--- config.mk ---
export PLATFORM = sky130hd
export DESIGN_NAME = tolerant_float_signature_scan
export DESIGN_NICKNAME = d
export VERILOG_FILES = /design/src/rtl/tfss_pkg.sv /design/src/rtl/tfss_front.sv /design/src/rtl/tfss_cmp.sv /design/src/rtl/tfss_back.sv /design/src/rtl/tolerant_float_signature_scan.sv
export SDC_FILE = /design/constraint.sdc
export NUM_CORES = 2
export LEC_CHECK = 0
export ABC_CLOCK_PERIOD_IN_PS = 8500
export BUFFER_PORTS_ARGS = -buffer_cell sky130_fd_sc_hd__buf_4
export CAP_MARGIN = 20
export CORE_AREA = 2 2 364 366
export DETAILED_ROUTE_END_ITERATION = 12
export DIE_AREA = 0 0 366 368
export PLACE_DENSITY = 0.74
export REMOVE_ABC_BUFFERS = 1
export SETUP_SLACK_MARGIN = 0.05
export SYNTH_ARGS = -nofsm -noshare
export SYNTH_HDL_FRONTEND = slang
export SYNTH_SLANG_ARGS = --single-unit
--- constraint.sdc ---
create_clock -name clk -period 8.5 [get_ports clk]
set_input_delay 0.85 -clock clk [delete_from_list [all_inputs] [get_ports clk]]
set_output_delay 0.85 -clock clk [all_outputs]
set_load 0.05 [all_outputs]
--- src/rtl/tfss_pkg.sv ---
// shared types and constants for the tolerant float signature scanner
`default_nettype none
package tfss_pkg;

    localparam int ADDR_W    = 47;
    localparam int SIG_WORDS = 12;
    localparam int SIG_REGS  = 6;
    localparam int CFG_IDX_W = 4;
    localparam int CNT_W     = 16;

    // register indexes on the configuration port
    localparam logic [CFG_IDX_W-1:0] CFG_SIG_PAIR_0 = 4'd0;
    localparam logic [CFG_IDX_W-1:0] CFG_SIG_PAIR_1 = 4'd1;
    localparam logic [CFG_IDX_W-1:0] CFG_SIG_LEN    = 4'd6;
    localparam logic [CFG_IDX_W-1:0] CFG_HIT_CAP    = 4'd7;

    localparam logic [CNT_W-1:0] DEFAULT_CAP = 16'd512;

    // |b| above 1e-6f selects |b| as the divisor, else 1.0f
    localparam logic [30:0] TINY_MAG = 31'h358637BD;
    localparam logic [23:0] ONE_SIG  = 24'h800000;
    localparam logic [7:0]  ONE_EXP  = 8'd127;

    // midpoint between 0.0005f and its predecessor is MID_SIG * 2^-MID_SHIFT
    localparam logic [24:0] MID_SIG   = 25'h10624DD;
    localparam int          MID_SHIFT = 35;

    typedef struct packed {
        logic [31:0]       word_bits;
        logic [ADDR_W-1:0] word_addr;
        logic              window_restart;
        logic              scan_start;
    } word_item_t;

    typedef struct packed {
        logic [ADDR_W-1:0] hit_addr;
        logic [CNT_W-1:0]  hit_number;
        logic              cap_reached;
    } hit_item_t;

endpackage
`default_nettype wire

--- src/rtl/tfss_front.sv ---
// input side: accepts word beats into a two-entry queue for the back end
`default_nettype none
module tfss_front
    import tfss_pkg::*;
(
    input  wire logic       clk,
    input  wire logic       rst_n,
    input  wire logic       word_valid,
    output logic            word_stall,
    input  wire word_item_t word_item,
    output logic            q_valid,
    output word_item_t      q_item,
    input  wire logic       q_pop
);

    word_item_t entry_reg [2];
    logic       wr_ptr_reg, wr_ptr_next;
    logic       rd_ptr_reg, rd_ptr_next;
    logic [1:0] count_reg, count_next;
    logic       push;

    assign word_stall = (count_reg == 2'd2);
    assign push       = word_valid && !word_stall;
    assign q_valid    = (count_reg != 2'd0);
    assign q_item     = entry_reg[rd_ptr_reg];

    always_comb
    begin
        wr_ptr_next = push ? !wr_ptr_reg : wr_ptr_reg;
        rd_ptr_next = q_pop ? !rd_ptr_reg : rd_ptr_reg;
        count_next  = count_reg + {1'b0, push} - {1'b0, q_pop};
    end

    always_ff @(posedge clk or negedge rst_n)
    begin
        if (!rst_n)
        begin
            wr_ptr_reg <= 1'b0;
            rd_ptr_reg <= 1'b0;
            count_reg  <= 2'd0;
        end
        else
        begin
            wr_ptr_reg <= wr_ptr_next;
            rd_ptr_reg <= rd_ptr_next;
            count_reg  <= count_next;
        end
    end

    always_ff @(posedge clk)
    begin
        if (push)
        begin
            entry_reg[wr_ptr_reg] <= word_item;
        end
    end

endmodule
`default_nettype wire

--- src/rtl/tfss_cmp.sv ---
// five-stage tolerant float compare: round(|a-b|)/m against 0.0005f, exact
`default_nettype none
module tfss_cmp
    import tfss_pkg::*;
#(
    parameter int TAG_W = 4
)
(
    input  wire logic             clk,
    input  wire logic             rst_n,
    input  wire logic             req_valid,
    input  wire logic [TAG_W-1:0] req_tag,
    input  wire logic [31:0]      req_a,
    input  wire logic [31:0]      req_b,
    output logic                  rsp_valid,
    output logic [TAG_W-1:0]      rsp_tag,
    output logic                  rsp_match
);

    // stage 1: unpack, order magnitudes, align smaller operand
    logic             s1_vld_reg;
    logic [TAG_W-1:0] s1_tag_reg;
    logic             s1_spec_reg, s1_sub_reg;
    logic [26:0]      s1_xa_reg, s1_ya_reg;
    logic [7:0]       s1_ex_reg, s1_em_reg;
    logic [23:0]      s1_m_reg;

    logic [26:0] xa_next, ya_next;
    logic [7:0]  ex_next, em_next;
    logic [23:0] m_next;
    logic        spec_next, sub_next;

    always_comb
    begin
        logic [30:0] abs_a, abs_b, mx, my;
        logic [23:0] sx, sy;
        logic [7:0]  ex_e, ey_e, dexp;
        logic [26:0] ya_full, ya_sh, lost_mask;
        logic        big;
        abs_a = req_a[30:0];
        abs_b = req_b[30:0];
        spec_next = (req_a[30:23] == 8'hFF) || (req_b[30:23] == 8'hFF);
        sub_next  = (req_a[31] == req_b[31]);
        if (abs_b > abs_a)
        begin
            mx = abs_b;
            my = abs_a;
        end
        else
        begin
            mx = abs_a;
            my = abs_b;
        end
        sx   = {mx[30:23] != 8'd0, mx[22:0]};
        sy   = {my[30:23] != 8'd0, my[22:0]};
        ex_e = (mx[30:23] == 8'd0) ? 8'd1 : mx[30:23];
        ey_e = (my[30:23] == 8'd0) ? 8'd1 : my[30:23];
        dexp = ex_e - ey_e;
        ya_full = {sy, 3'b000};
        if (dexp >= 8'd27)
        begin
            ya_sh     = 27'd0;
            lost_mask = '1;
        end
        else
        begin
            ya_sh     = ya_full >> dexp[4:0];
            lost_mask = (27'd1 << dexp[4:0]) - 27'd1;
        end
        xa_next = {sx, 3'b000};
        ya_next = {ya_sh[26:1], ya_sh[0] | (|(ya_full & lost_mask))};
        ex_next = ex_e;
        big     = (abs_b > TINY_MAG);
        m_next  = big ? {1'b1, req_b[22:0]} : ONE_SIG;
        em_next = big ? req_b[30:23] : ONE_EXP;
    end

    // stage 2: add or subtract magnitudes, scale the bound
    logic             s2_vld_reg;
    logic [TAG_W-1:0] s2_tag_reg;
    logic             s2_spec_reg;
    logic [27:0]      s2_r_reg;
    logic [7:0]       s2_ex_reg, s2_em_reg;
    logic [48:0]      s2_p_reg;
    logic [27:0]      r_next;
    logic [48:0]      p_next;

    assign r_next = s1_sub_reg ? ({1'b0, s1_xa_reg} - {1'b0, s1_ya_reg})
                               : ({1'b0, s1_xa_reg} + {1'b0, s1_ya_reg});
    assign p_next = 49'(MID_SIG) * 49'(s1_m_reg);

    // stage 3: normalize
    logic             s3_vld_reg;
    logic [TAG_W-1:0] s3_tag_reg;
    logic             s3_spec_reg;
    logic [26:0]      s3_rn_reg;
    logic [8:0]       s3_e_reg;
    logic [7:0]       s3_em_reg;
    logic [48:0]      s3_p_reg;
    logic [26:0]      rn_next;
    logic [8:0]       e_next;

    always_comb
    begin
        logic [4:0] lz;
        logic [7:0] lim, sh;
        lz = 5'd27;
        for (int i = 0; i < 27; i++)
        begin
            if (s2_r_reg[i])
            begin
                lz = 5'(26 - i);
            end
        end
        lim = s2_ex_reg - 8'd1;
        sh  = ({3'b000, lz} > lim) ? lim : {3'b000, lz};
        if (s2_r_reg[27])
        begin
            rn_next = {s2_r_reg[27:2], |s2_r_reg[1:0]};
            e_next  = {1'b0, s2_ex_reg} + 9'd1;
        end
        else
        begin
            rn_next = s2_r_reg[26:0] << sh[4:0];
            e_next  = {1'b0, s2_ex_reg} - {1'b0, sh};
        end
    end

    // stage 4: round to nearest even, exponent gap to the bound
    logic             s4_vld_reg;
    logic [TAG_W-1:0] s4_tag_reg;
    logic             s4_spec_reg;
    logic [24:0]      s4_d_reg;
    logic [10:0]      s4_s_reg;
    logic [48:0]      s4_p_reg;
    logic [24:0]      d_next;
    logic [10:0]      s_next;

    always_comb
    begin
        logic up;
        up     = s3_rn_reg[2] && ((|s3_rn_reg[1:0]) || s3_rn_reg[3]);
        d_next = {1'b0, s3_rn_reg[26:3]} + {24'd0, up};
        s_next = {2'b00, s3_e_reg} - {3'b000, s3_em_reg} + 11'(MID_SHIFT);
    end

    // stage 5: exact compare d <= mid * m
    logic match_next;

    always_comb
    begin
        logic [73:0] lhs;
        lhs = 74'(s4_d_reg) << s4_s_reg[5:0];
        if (s4_spec_reg)
        begin
            match_next = 1'b0;
        end
        else if (s4_s_reg[10])
        begin
            match_next = 1'b1;
        end
        else if (s4_s_reg >= 11'd49)
        begin
            match_next = (s4_d_reg == 25'd0);
        end
        else
        begin
            match_next = (lhs <= 74'(s4_p_reg));
        end
    end

    always_ff @(posedge clk or negedge rst_n)
    begin
        if (!rst_n)
        begin
            s1_vld_reg <= 1'b0;
            s2_vld_reg <= 1'b0;
            s3_vld_reg <= 1'b0;
            s4_vld_reg <= 1'b0;
            rsp_valid  <= 1'b0;
        end
        else
        begin
            s1_vld_reg <= req_valid;
            s2_vld_reg <= s1_vld_reg;
            s3_vld_reg <= s2_vld_reg;
            s4_vld_reg <= s3_vld_reg;
            rsp_valid  <= s4_vld_reg;
        end
    end

    always_ff @(posedge clk)
    begin
        s1_tag_reg  <= req_tag;
        s1_spec_reg <= spec_next;
        s1_sub_reg  <= sub_next;
        s1_xa_reg   <= xa_next;
        s1_ya_reg   <= ya_next;
        s1_ex_reg   <= ex_next;
        s1_em_reg   <= em_next;
        s1_m_reg    <= m_next;

        s2_tag_reg  <= s1_tag_reg;
        s2_spec_reg <= s1_spec_reg;
        s2_r_reg    <= r_next;
        s2_ex_reg   <= s1_ex_reg;
        s2_em_reg   <= s1_em_reg;
        s2_p_reg    <= p_next;

        s3_tag_reg  <= s2_tag_reg;
        s3_spec_reg <= s2_spec_reg;
        s3_rn_reg   <= rn_next;
        s3_e_reg    <= e_next;
        s3_em_reg   <= s2_em_reg;
        s3_p_reg    <= s2_p_reg;

        s4_tag_reg  <= s3_tag_reg;
        s4_spec_reg <= s3_spec_reg;
        s4_d_reg    <= d_next;
        s4_s_reg    <= s_next;
        s4_p_reg    <= s3_p_reg;

        rsp_tag     <= s4_tag_reg;
        rsp_match   <= match_next;
    end

endmodule
`default_nettype wire

--- src/rtl/tfss_back.sv ---
// back end: issues signature compares, keeps the shift-and vector and hit count
`default_nettype none
module tfss_back
    import tfss_pkg::*;
#(
    parameter int MAX_SIG = 12,
    parameter int KW      = 4,
    parameter int LW      = 4
)
(
    input  wire logic                          clk,
    input  wire logic                          rst_n,
    input  wire logic                          q_valid,
    input  wire word_item_t                    q_item,
    output logic                               q_pop,
    input  wire logic [SIG_WORDS-1:0][31:0]    sig_words,
    input  wire logic [LW-1:0]                 sig_len,
    input  wire logic [CNT_W-1:0]              hit_cap,
    output logic                               req_valid,
    output logic [KW-1:0]                      req_tag,
    output logic [31:0]                        req_a,
    output logic [31:0]                        req_b,
    input  wire logic                          rsp_valid,
    input  wire logic [KW-1:0]                 rsp_tag,
    input  wire logic                          rsp_match,
    output logic                               hit_valid,
    input  wire logic                          hit_stall,
    output hit_item_t                          hit_item
);

    typedef enum logic [1:0] {ST_IDLE, ST_ISSUE, ST_WAIT, ST_DONE} state_t;

    state_t            state_reg, state_next;
    logic [31:0]       word_reg, word_next;
    logic [ADDR_W-1:0] addr_reg, addr_next;
    logic [KW-1:0]     k_reg, k_next;
    logic [MAX_SIG-1:0] mvec_reg, mvec_next;
    logic [MAX_SIG-1:0] pm_reg, pm_next;
    logic [CNT_W-1:0]  cnt_reg, cnt_next;
    logic              hv_reg, hv_next;
    hit_item_t         hitem_reg, hitem_next;

    logic [KW-1:0]      last_k;
    logic [CNT_W-1:0]   cap;
    logic [MAX_SIG-1:0] pm_new;
    logic               hit_end;
    logic               can_report;
    logic               out_free;
    logic [31:0]        sig_sel;

    assign last_k    = KW'(sig_len - LW'(1));
    assign cap       = (hit_cap == '0) ? DEFAULT_CAP : hit_cap;
    assign q_pop     = (state_reg == ST_IDLE) && q_valid;
    assign req_valid = (state_reg == ST_ISSUE);
    assign req_tag   = k_reg;
    assign req_a     = word_reg;
    assign req_b     = sig_sel;
    assign hit_valid = hv_reg;
    assign hit_item  = hitem_reg;
    assign out_free  = !hv_reg || !hit_stall;

    // words past the register file read as zero
    always_comb
    begin
        sig_sel = 32'd0;
        for (int i = 0; i < SIG_WORDS; i++)
        begin
            if (int'(k_reg) == i)
            begin
                sig_sel = sig_words[i];
            end
        end
    end

    always_comb
    begin
        hit_end = 1'b0;
        for (int k = 0; k < MAX_SIG; k++)
        begin
            pm_new[k] = ((k == 0) ? 1'b1 : pm_reg[(k == 0) ? 0 : k - 1])
                        && mvec_reg[k] && (k < int'(sig_len));
            if (k == int'(sig_len) - 1)
            begin
                hit_end = pm_new[k];
            end
        end
        can_report = hit_end && (cnt_reg < cap);
    end

    always_comb
    begin
        state_next = state_reg;
        word_next  = word_reg;
        addr_next  = addr_reg;
        k_next     = k_reg;
        mvec_next  = mvec_reg;
        pm_next    = pm_reg;
        cnt_next   = cnt_reg;
        hv_next    = hv_reg && hit_stall;
        hitem_next = hitem_reg;

        if (rsp_valid)
        begin
            for (int k = 0; k < MAX_SIG; k++)
            begin
                if (int'(rsp_tag) == k)
                begin
                    mvec_next[k] = rsp_match;
                end
            end
        end

        case (state_reg)
            ST_IDLE:
            begin
                if (q_valid)
                begin
                    word_next  = q_item.word_bits;
                    addr_next  = q_item.word_addr;
                    k_next     = '0;
                    mvec_next  = '0;
                    if (q_item.scan_start || q_item.window_restart)
                    begin
                        pm_next = '0;
                    end
                    if (q_item.scan_start)
                    begin
                        cnt_next = '0;
                    end
                    state_next = ST_ISSUE;
                end
            end
            ST_ISSUE:
            begin
                k_next = k_reg + KW'(1);
                if (k_reg == last_k)
                begin
                    state_next = ST_WAIT;
                end
            end
            ST_WAIT:
            begin
                if (rsp_valid && rsp_tag == last_k)
                begin
                    state_next = ST_DONE;
                end
            end
            ST_DONE:
            begin
                if (!can_report || out_free)
                begin
                    pm_next = pm_new;
                    if (can_report)
                    begin
                        cnt_next               = cnt_reg + CNT_W'(1);
                        hv_next                = 1'b1;
                        hitem_next.hit_addr    = addr_reg
                                                 - {(ADDR_W-2)'(last_k), 2'b00};
                        hitem_next.hit_number  = cnt_reg + CNT_W'(1);
                        hitem_next.cap_reached = ((cnt_reg + CNT_W'(1)) >= cap);
                    end
                    state_next = ST_IDLE;
                end
            end
            default:
            begin
                state_next = ST_IDLE;
            end
        endcase
    end

    always_ff @(posedge clk or negedge rst_n)
    begin
        if (!rst_n)
        begin
            state_reg <= ST_IDLE;
            word_reg  <= '0;
            addr_reg  <= '0;
            k_reg     <= '0;
            mvec_reg  <= '0;
            pm_reg    <= '0;
            cnt_reg   <= '0;
            hv_reg    <= 1'b0;
            hitem_reg <= '0;
        end
        else
        begin
            state_reg <= state_next;
            word_reg  <= word_next;
            addr_reg  <= addr_next;
            k_reg     <= k_next;
            mvec_reg  <= mvec_next;
            pm_reg    <= pm_next;
            cnt_reg   <= cnt_next;
            hv_reg    <= hv_next;
            hitem_reg <= hitem_next;
        end
    end

endmodule
`default_nettype wire

--- src/rtl/tolerant_float_signature_scan.sv ---
// top level of the tolerant float signature scanner
//
// word beats (word_valid / word_stall / word_item) carry one 32-bit single
// word, its byte address and the restart flags. hit beats (hit_valid /
// hit_stall / hit_item) report the first address of each matching window.
// configuration goes through cfg_valid / cfg_ready / cfg_index / cfg_data,
// always ready; registers 0..5 hold signature word pairs, 6 the length,
// 7 the hit cap.
// each word is popped, then one compare per signature word is issued into
// the five-stage float compare unit, then the pipeline drains and the
// shift-and vector is updated. a two-entry input queue takes the next
// beats meanwhile.
// a hit leaves through a single output register once the last compare has
// returned; while hit_stall is high the hit holds, the back end waits with
// its next hit and the input queue fills, then word_stall rises.
// reset clears the queue, partial matches, the hit count and the output,
// and returns the signature to zero, length 1 and cap 512.
`default_nettype none
module tolerant_float_signature_scan
    import tfss_pkg::*;
#(
    parameter int MAX_SIG = 12
)
(
    input  wire logic                 clk,
    input  wire logic                 rst_n,
    input  wire logic                 word_valid,
    output logic                      word_stall,
    input  wire word_item_t           word_item,
    output logic                      hit_valid,
    input  wire logic                 hit_stall,
    output hit_item_t                 hit_item,
    input  wire logic                 cfg_valid,
    output logic                      cfg_ready,
    input  wire logic [CFG_IDX_W-1:0] cfg_index,
    input  wire logic [63:0]          cfg_data
);

    localparam int KW = (MAX_SIG > 1) ? $clog2(MAX_SIG) : 1;
    localparam int LW = $clog2(MAX_SIG + 1);

    logic [SIG_REGS-1:0][63:0] sig_pair_reg;
    logic [3:0]                sig_len_reg;
    logic [CNT_W-1:0]          hit_cap_reg;

    logic [SIG_WORDS-1:0][31:0] sig_words;
    logic [LW-1:0]              len_eff;

    logic       q_valid, q_pop;
    word_item_t q_item;
    logic          req_valid, rsp_valid, rsp_match;
    logic [KW-1:0] req_tag, rsp_tag;
    logic [31:0]   req_a, req_b;

    assign cfg_ready = 1'b1;
    assign sig_words = sig_pair_reg;

    always_comb
    begin
        if (sig_len_reg == 4'd0)
        begin
            len_eff = LW'(1);
        end
        else if (int'(sig_len_reg) > MAX_SIG)
        begin
            len_eff = LW'(MAX_SIG);
        end
        else
        begin
            len_eff = LW'(sig_len_reg);
        end
    end

    always_ff @(posedge clk or negedge rst_n)
    begin
        if (!rst_n)
        begin
            sig_pair_reg <= '0;
            sig_len_reg  <= 4'd1;
            hit_cap_reg  <= DEFAULT_CAP;
        end
        else if (cfg_valid)
        begin
            if (cfg_index < CFG_IDX_W'(SIG_REGS))
            begin
                sig_pair_reg[cfg_index[2:0]] <= cfg_data;
            end
            else if (cfg_index == CFG_SIG_LEN)
            begin
                sig_len_reg <= cfg_data[3:0];
            end
            else if (cfg_index == CFG_HIT_CAP)
            begin
                hit_cap_reg <= cfg_data[CNT_W-1:0];
            end
        end
    end

    tfss_front u_front (
        .clk        (clk),
        .rst_n      (rst_n),
        .word_valid (word_valid),
        .word_stall (word_stall),
        .word_item  (word_item),
        .q_valid    (q_valid),
        .q_item     (q_item),
        .q_pop      (q_pop)
    );

    tfss_cmp #(
        .TAG_W (KW)
    ) u_cmp (
        .clk       (clk),
        .rst_n     (rst_n),
        .req_valid (req_valid),
        .req_tag   (req_tag),
        .req_a     (req_a),
        .req_b     (req_b),
        .rsp_valid (rsp_valid),
        .rsp_tag   (rsp_tag),
        .rsp_match (rsp_match)
    );

    tfss_back #(
        .MAX_SIG (MAX_SIG),
        .KW      (KW),
        .LW      (LW)
    ) u_back (
        .clk       (clk),
        .rst_n     (rst_n),
        .q_valid   (q_valid),
        .q_item    (q_item),
        .q_pop     (q_pop),
        .sig_words (sig_words),
        .sig_len   (len_eff),
        .hit_cap   (hit_cap_reg),
        .req_valid (req_valid),
        .req_tag   (req_tag),
        .req_a     (req_a),
        .req_b     (req_b),
        .rsp_valid (rsp_valid),
        .rsp_tag   (rsp_tag),
        .rsp_match (rsp_match),
        .hit_valid (hit_valid),
        .hit_stall (hit_stall),
        .hit_item  (hit_item)
    );

endmodule
`default_nettype wire
Word-level counts from Yosys, hierarchy flattened. Memory sizes are Yosys's and may differ from the RTL's. Index checks and enable logic that the tools add are counted.

Flip-flop bits (word level): 990. Bits in writable memories: 162. Input port bits: 154. Output and inout bits: 67. Word-level logic and storage cells: 331. Memories kept: 1.

Memories: u_front.entry_reg (words 2, bits a word 81, rd ports 1, clocked after Yosys merged registers in 0, wr ports 1, RTL line tfss_front.sv:16) `word_item_t entry_reg [2];`.

Add/sub/neg operators: 17. Multipliers: 1. Magnitude comparators: 24. Equal/unequal tests: 51. Shift-type cells: 4. Muxes and demuxes: 105. Bitwise operators: 4. Reduce and logical (&&, ||, !) cells: 67.

Operators by type and width (number): 384-bit bitwise mux (1); 32-bit two-way mux (12); 64-bit demux with 3-bit select (1); 4-bit by 32-bit equality test with 1-bit output, first input constant (4); 5-bit by 32-bit equality test with 1-bit output, first input constant (4); 16-bit two-way mux (5); 5-bit two-way mux (16); 74-bit by 49-bit <= comparator with 1-bit output (1); 25-bit by 6-bit << shifter with 74-bit output (1); 3-bit by 32-bit equality test with 1-bit output, first input constant (2); 4-bit equality test, second input constant (16); 64-bit two-way mux (1); 31-bit two-way mux (2); 25-bit by 24-bit multiplier with 49-bit output, first input constant (1); 47-bit by 6-bit subtractor with 47-bit output (1); 4-bit two-way mux (11); 12-bit two-way mux (3); 1-bit two-way mux (33); 11-bit two-way mux (3); 2-bit by 32-bit equality test with 1-bit output, first input constant (1); 32-bit zero test (1); 16-bit one-hot mux with 2 select lines (1); 31-bit by 30-bit > comparator with 1-bit output, second input constant (1); 31-bit > comparator (1); 69 further kinds (150).

Longest topological paths before layout.
Depth in word-level cells: 31. Depth in mapped cells: 43. Mapped depth without buffers: 34.

Modules after synthesis. A second synthesis with hierarchy kept.

Cells, all modules: 5881. Area total of the unflattened synthesis: 64565.7 um^2.

Modules (own cells, without submodules): tfss_cmp (times used 1, cells each 3320, area an instance 30195.2 um^2, sequential area each 7872.6 um^2); tolerant_float_signature_scan (times used 1, cells each 869, area an instance 15168.3 um^2, sequential area each 10112.2 um^2); tfss_back (times used 1, cells each 1423, area an instance 12763.5 um^2, sequential area each 4729.5 um^2); tfss_front (times used 1, cells each 269, area an instance 6438.7 um^2, sequential area each 4964.8 um^2).

Worst setup path before layout. Ideal clock, no wire load.

Path type: register -> register. From: register u_back.k_reg[0], in the netlist u_back.req_tag[0]. To: register u_cmp.s1_ya_reg[0]. Setup time: 0.124 ns. Arrival: 7.955 ns. Data required time: 8.376 ns. Path slack: 0.420 ns. Stages on the path, launching flop included: 36. Buffers on the path: 10. Period minus slack after synthesis: 8.080 ns. Path through: dfrtp_1 -> inv_1 -> ha_1 -> buf_6 -> buf_6 -> buf_8 -> buf_8 -> clkbuf_1 -> o21ai_0 -> a221oi_1 -> nor3_1 -> o221ai_1 -> inv_1 -> ha_1 -> a21o_1 -> a21oi_1 -> o221ai_1 -> nand4b_1 -> nand2_1 -> buf_1 -> buf_2 -> buf_2 -> mux2i_1 -> inv_1 -> nor4_1 -> nor2b_1 -> ha_1 -> fa_1 -> clkbuf_1 -> buf_1 -> mux4_2 -> mux2i_1 -> mux2i_1 -> a2bb2oi_2 -> o22ai_1 -> a2111o_1.

Longest elaborated chain between the ends: 24. Elaborated cells between the ends (all ways): 42. Classes of those cells: add/sub: 2; order compare: 2; eq/ne: 11; shift: 2; mux: 18; bitwise: 2; reduce/logical: 5.

Ends and longest elaborated chain: from (decl) (RTL line tfss_back.sv:36) `logic [KW-1:0] k_reg, k_next;`; from (signal assigned) (RTL line tfss_back.sv:191) `k_reg <= k_next;`; 4-bit zero test (RTL line tfss_back.sv:68) `if (int'(k_reg) == i)`; 32-bit two-way mux (11 in series) (RTL line tfss_back.sv:68); 32-bit two-way mux * (RTL line tfss_back.sv:68); via req_b[27] (RTL line tolerant_float_signature_scan.sv:53) `logic [31:0] req_a, req_b;`; 31-bit > comparator (RTL line tfss_cmp.sv:44) `if (abs_b > abs_a)`; 31-bit two-way mux * (RTL line tfss_cmp.sv:44); 8-bit zero test (RTL line tfss_cmp.sv:56) `ex_e = (mx[30:23] == 8'd0) ? 8'd1 : mx[30:23];`; 8-bit two-way mux * (RTL line tfss_cmp.sv:56); via u_cmp.ex_next[1] (RTL line tfss_cmp.sv:29) `logic [7:0] ex_next, em_next;`; 8-bit subtractor * (RTL line tfss_cmp.sv:58) `dexp = ex_e - ey_e;`; 1-bit by 5-bit << shifter with 27-bit output (RTL line tfss_cmp.sv:68) `lost_mask = (27'd1 << dexp[4:0]) - 27'd1;`; 27-bit by 1-bit subtractor with 27-bit output (RTL line tfss_cmp.sv:68); 27-bit two-way mux (RTL line tfss_cmp.sv:60) `if (dexp >= 8'd27)`; 27-bit AND (RTL line tfss_cmp.sv:71) `ya_next = {ya_sh[26:1], ya_sh[0] | (|(ya_full & lost_mask))};`; 27-bit OR reduction (RTL line tfss_cmp.sv:71); 1-bit OR * (RTL line tfss_cmp.sv:71); via u_cmp.ya_next[0] (RTL line tfss_cmp.sv:28) `logic [26:0] xa_next, ya_next;`; to (signal assigned) (RTL line tfss_cmp.sv:198) `s1_ya_reg <= ya_next;`; to (decl) (RTL line tfss_cmp.sv:24) `logic [26:0] s1_xa_reg, s1_ya_reg;`.

The timed path passes the listed nets; every way through them passes the cells marked *. A chain may end at the register's enable or synchronous reset.

Final worst setup path.
From: register u_back.k_reg[1], in the netlist u_back.req_tag[1]. To: register u_cmp.s1_ya_reg[0].

Elaborated cells between the ends (all ways): 42. Classes of those cells: add/sub: 2; order compare: 2; eq/ne: 11; shift: 2; mux: 18; bitwise: 2; reduce/logical: 5.

RTL lines (RTL line): 4-bit zero test (tfss_back.sv:68); 32-bit two-way mux (11 in series) (tfss_back.sv:68); 32-bit two-way mux * (tfss_back.sv:68); via req_b[15] (tolerant_float_signature_scan.sv:53); 31-bit > comparator * (tfss_cmp.sv:44); 31-bit two-way mux * (tfss_cmp.sv:44); 8-bit zero test (tfss_cmp.sv:56); 8-bit two-way mux * (tfss_cmp.sv:56); via u_cmp.ex_next[6] (tfss_cmp.sv:29); 8-bit subtractor * (tfss_cmp.sv:58); 8-bit by 5-bit greater-or-equal comparator with 1-bit output * (tfss_cmp.sv:60); 27-bit two-way mux (tfss_cmp.sv:60); 27-bit AND (tfss_cmp.sv:71); 27-bit OR reduction (tfss_cmp.sv:71); 1-bit OR * (tfss_cmp.sv:71); via u_cmp.ya_next[0] (tfss_cmp.sv:28).

Marked as above.

==> results.yml <==
synth:
  synthDominantCellAreaShare: 0.2313
  ys_top_cells_by_area: "dfrtp_1 (23%), dfxtp_1 (12%), ha_1 (8.9%), mux2_2 (8.2%), edfxtp_1 (7.5%)"
  synth-async-reset-ratio: 0.5230
  ys_ff_latch: 1151
  ys.flop_type: "dfrtp_1"
  synth_sequential_area_ratio: 0.4264
  synth_edf_count: 162
  synth.avg_cell_area_um2: 10.63
  syn_area_um2: 64920
  yosys.area.top_type: "dfrtp_1"
  ys_types: 115
  yosys_warnings: 0
  syn_inst: 6108
timing:
  finalSetupViolCount: 0
  maxSlewViolCount: 0
  worst_pin_slew_ns: 1.160
  rsz0062_at_grt: "no"
  fin_crit_sh: 0.9361
  fmax_mhz: 125.7
  skew_ns: 0.06761
  whs_ns: 0.1408
  period_needed_ns: 7.957
  max_slew_margin: 0.2264
  hold_viol_final: 0
route:
  via_per_inst: 5.873
  num_vias: 47916
  drt-initial-drc-count: 4168
  wl_per_cell_um: 22.06
  antenna_left: 0
  drt_drc_violations_left: 0
  dr.pass1.iters: 5
  finalWirelength_um: 179900
finish:
  register_area_um2: 27690
  area_growth_pct: 12.45
  design_area_um2: 73000
  layout_common_cells: "dfrtp_1 (598), inv_1 (497), mux2_2 (473)"
  n_fill_cell: 11042
  final_common_cell: "dfrtp_1"
  largest_register_ffs: 384
  postLayoutCoreUtil: 0.5581
  final_nets: 7091
  multiInputGateArea_um2: 34140
  drive_gt1_frac: 0.1861
worst_setup_path:
  critPathSlowestCell: "dfrtp_1"
  cp_max_fo: 16
  endpoint_kind: "flop"
  critical_path.max_stage_delay_ns: 0.55
  crit_type: "reg -> reg"
  crit_required_ns: 9.16
  worst_ep_arrival_time_ns: 8.61
  start_kind: "flop"
grt:
  grt_antenna_before_repair: 13
  grt_util_met1: 0.3526
  grt_max_degree: 171
  grtUsageTotal: 0.2643
  grt_pass1_wl_um: 281200
  grtUsageMet3: 0.05271
  grt-ovfl-total: 0
  top_usage_layer: "met2"
  use_met2: 0.4278
  grt_pass1_vias: 48719
clocking:
  cts_sinks: 1151
  tritoncts: "built"
  insertion_delay_ns: 0.77
  cts_buffers: 113
  path_clk_slew_ns: 0.08
  clock-root-buffer: "clkbuf_16"
  cts-htree-levels: 3
  clockBufferDepth: 3
floorplan:
  die_area_um2: 134700
  die_w_um: 366
  rows: 133
  die_y_um: 368
  initial_core_util: 0.4963
  fp.coreArea_um2: 130800
  ios: 221
place:
  gp_congestion: 0.9637
  hpwlAfterDp_um: 132500
  port_buffers: 219
  placed_area_um2: 68770
flow_run:
  cap_violations: 0
min_path:
  hold_path_class: "in -> async"
outcome:
  status: "finished, final reports clean"
cells by family after synthesis:
family | synth area share
muxes | 0.1294
adders and majority gates | 0.1427
other | 0.00005776
AOI/OAI and AO/OA | 0.1261
xor gates and xnor gates | 0.02523
and+or+nand+nor | 0.09910
DFF | 0.4264
buffers and inverters | 0.05109
metal layers:
layer | wire (um) | up-vias | share of wire
met4 | 6389 | 18 | 0.036
met3 | 14070 | 383 | 0.078
met2 | 82990 | 1826 | 0.46
met5 | 105 | - | 0.00058
met1 | 76380 | 23676 | 0.42
li1 | - | 22013 | -
area by class of cell:
cell class / instances / share of cell area
inverters: 505 / 0.02602
clock buffers: 154 / 0.04552
clock inverters: 60 / 0.009924
flip-flops and latches: 1151 / 0.3793
multi-input cells: 4148 / 0.4677
well taps: 1755 / 0.03008
diodes: 3 / 0.0001028
repair buffers: 382 / 0.04138
cell usage after synthesis, drive strengths merged, types with 56 or more instances:
| library cell | n |
|---|---|
| xnor2 | 131 |
| nand3 | 77 |
| a21o | 58 |
| mux2i | 226 |
| nand2 | 456 |
| o22ai | 62 |
| buf | 107 |
| a21oi | 310 |
| a211oi | 62 |
| inv | 501 |
| nor2 | 313 |
| dfrtp | 600 |
| edfxtp | 162 |
| xor2 | 56 |
| fa | 174 |
| mux2 | 473 |
| nor2b | 79 |
| dfxtp | 387 |
| nor3 | 92 |
| ha | 462 |
| o21ai | 341 |
| clkbuf | 198 |
worst max-delay path: cells and delay by family (launching register included):
| kind | cells | cell delay (ns) |
|---|---|---|
| AND/OR/NAND/NOR | 16 | 3.09 |
| AO/OA/AOI/OAI | 7 | 1.57 |
| adder cells (fa/ha/maj) | 4 | 1.39 |
| buffers and inverters | 3 | 0.66 |
| flip-flops | 1 | 0.55 |
| multiplexers | 1 | 0.38 |
| XOR/XNOR | 1 | 0.17 |
timing repair:
| action | 4_1_cts | 5_1_grt |
|---|---|---|
| endpoints found under the hold margin | 0 | 0 |
| hold buffers | 0 | 0 |
| buffers inserted | 0 | 6 |
| resized for setup | 0 | 16 |
| endpoints found under the setup margin | 0 | 12 |
through the flow:
stage	setup WS [ns]	TNS, ns	cells
2_1_floorplan	-4.011	-91.42	5803
3_3_place_gp	0.4566	0	7932
3_5_place_dp	0.2148	0	7932
4_1_cts	0.2056	0	8146
5_1_grt	0.08293	0	8156
6_report	0.5433	0	8158
worst paths after layout:
kind                            slack, ns  cells after the start                  endpoint          startpoint
worst max register to register       0.54                     32        u_cmp.s1_ya_reg[0]   u_back.req_tag[1]
max in group asynchronous            6.87                      2        u_front.rd_ptr_reg               rst_n
worst min-delay path                 0.14                      1        u_back.hit_item[3]               rst_n
worst min register to register       0.32                      0        u_cmp.s3_p_reg[30]  u_cmp.s2_p_reg[30]
min in group clk                     0.28                      1  u_front.entry_reg[0][59]       word_item[59]
worst max-delay path                 0.54                     32        u_cmp.s1_ya_reg[0]   u_back.req_tag[1]
Power is left out: the tool's default activity adds up to more than one toggle a clock period on the data nets, which glitch-free logic cannot reach.
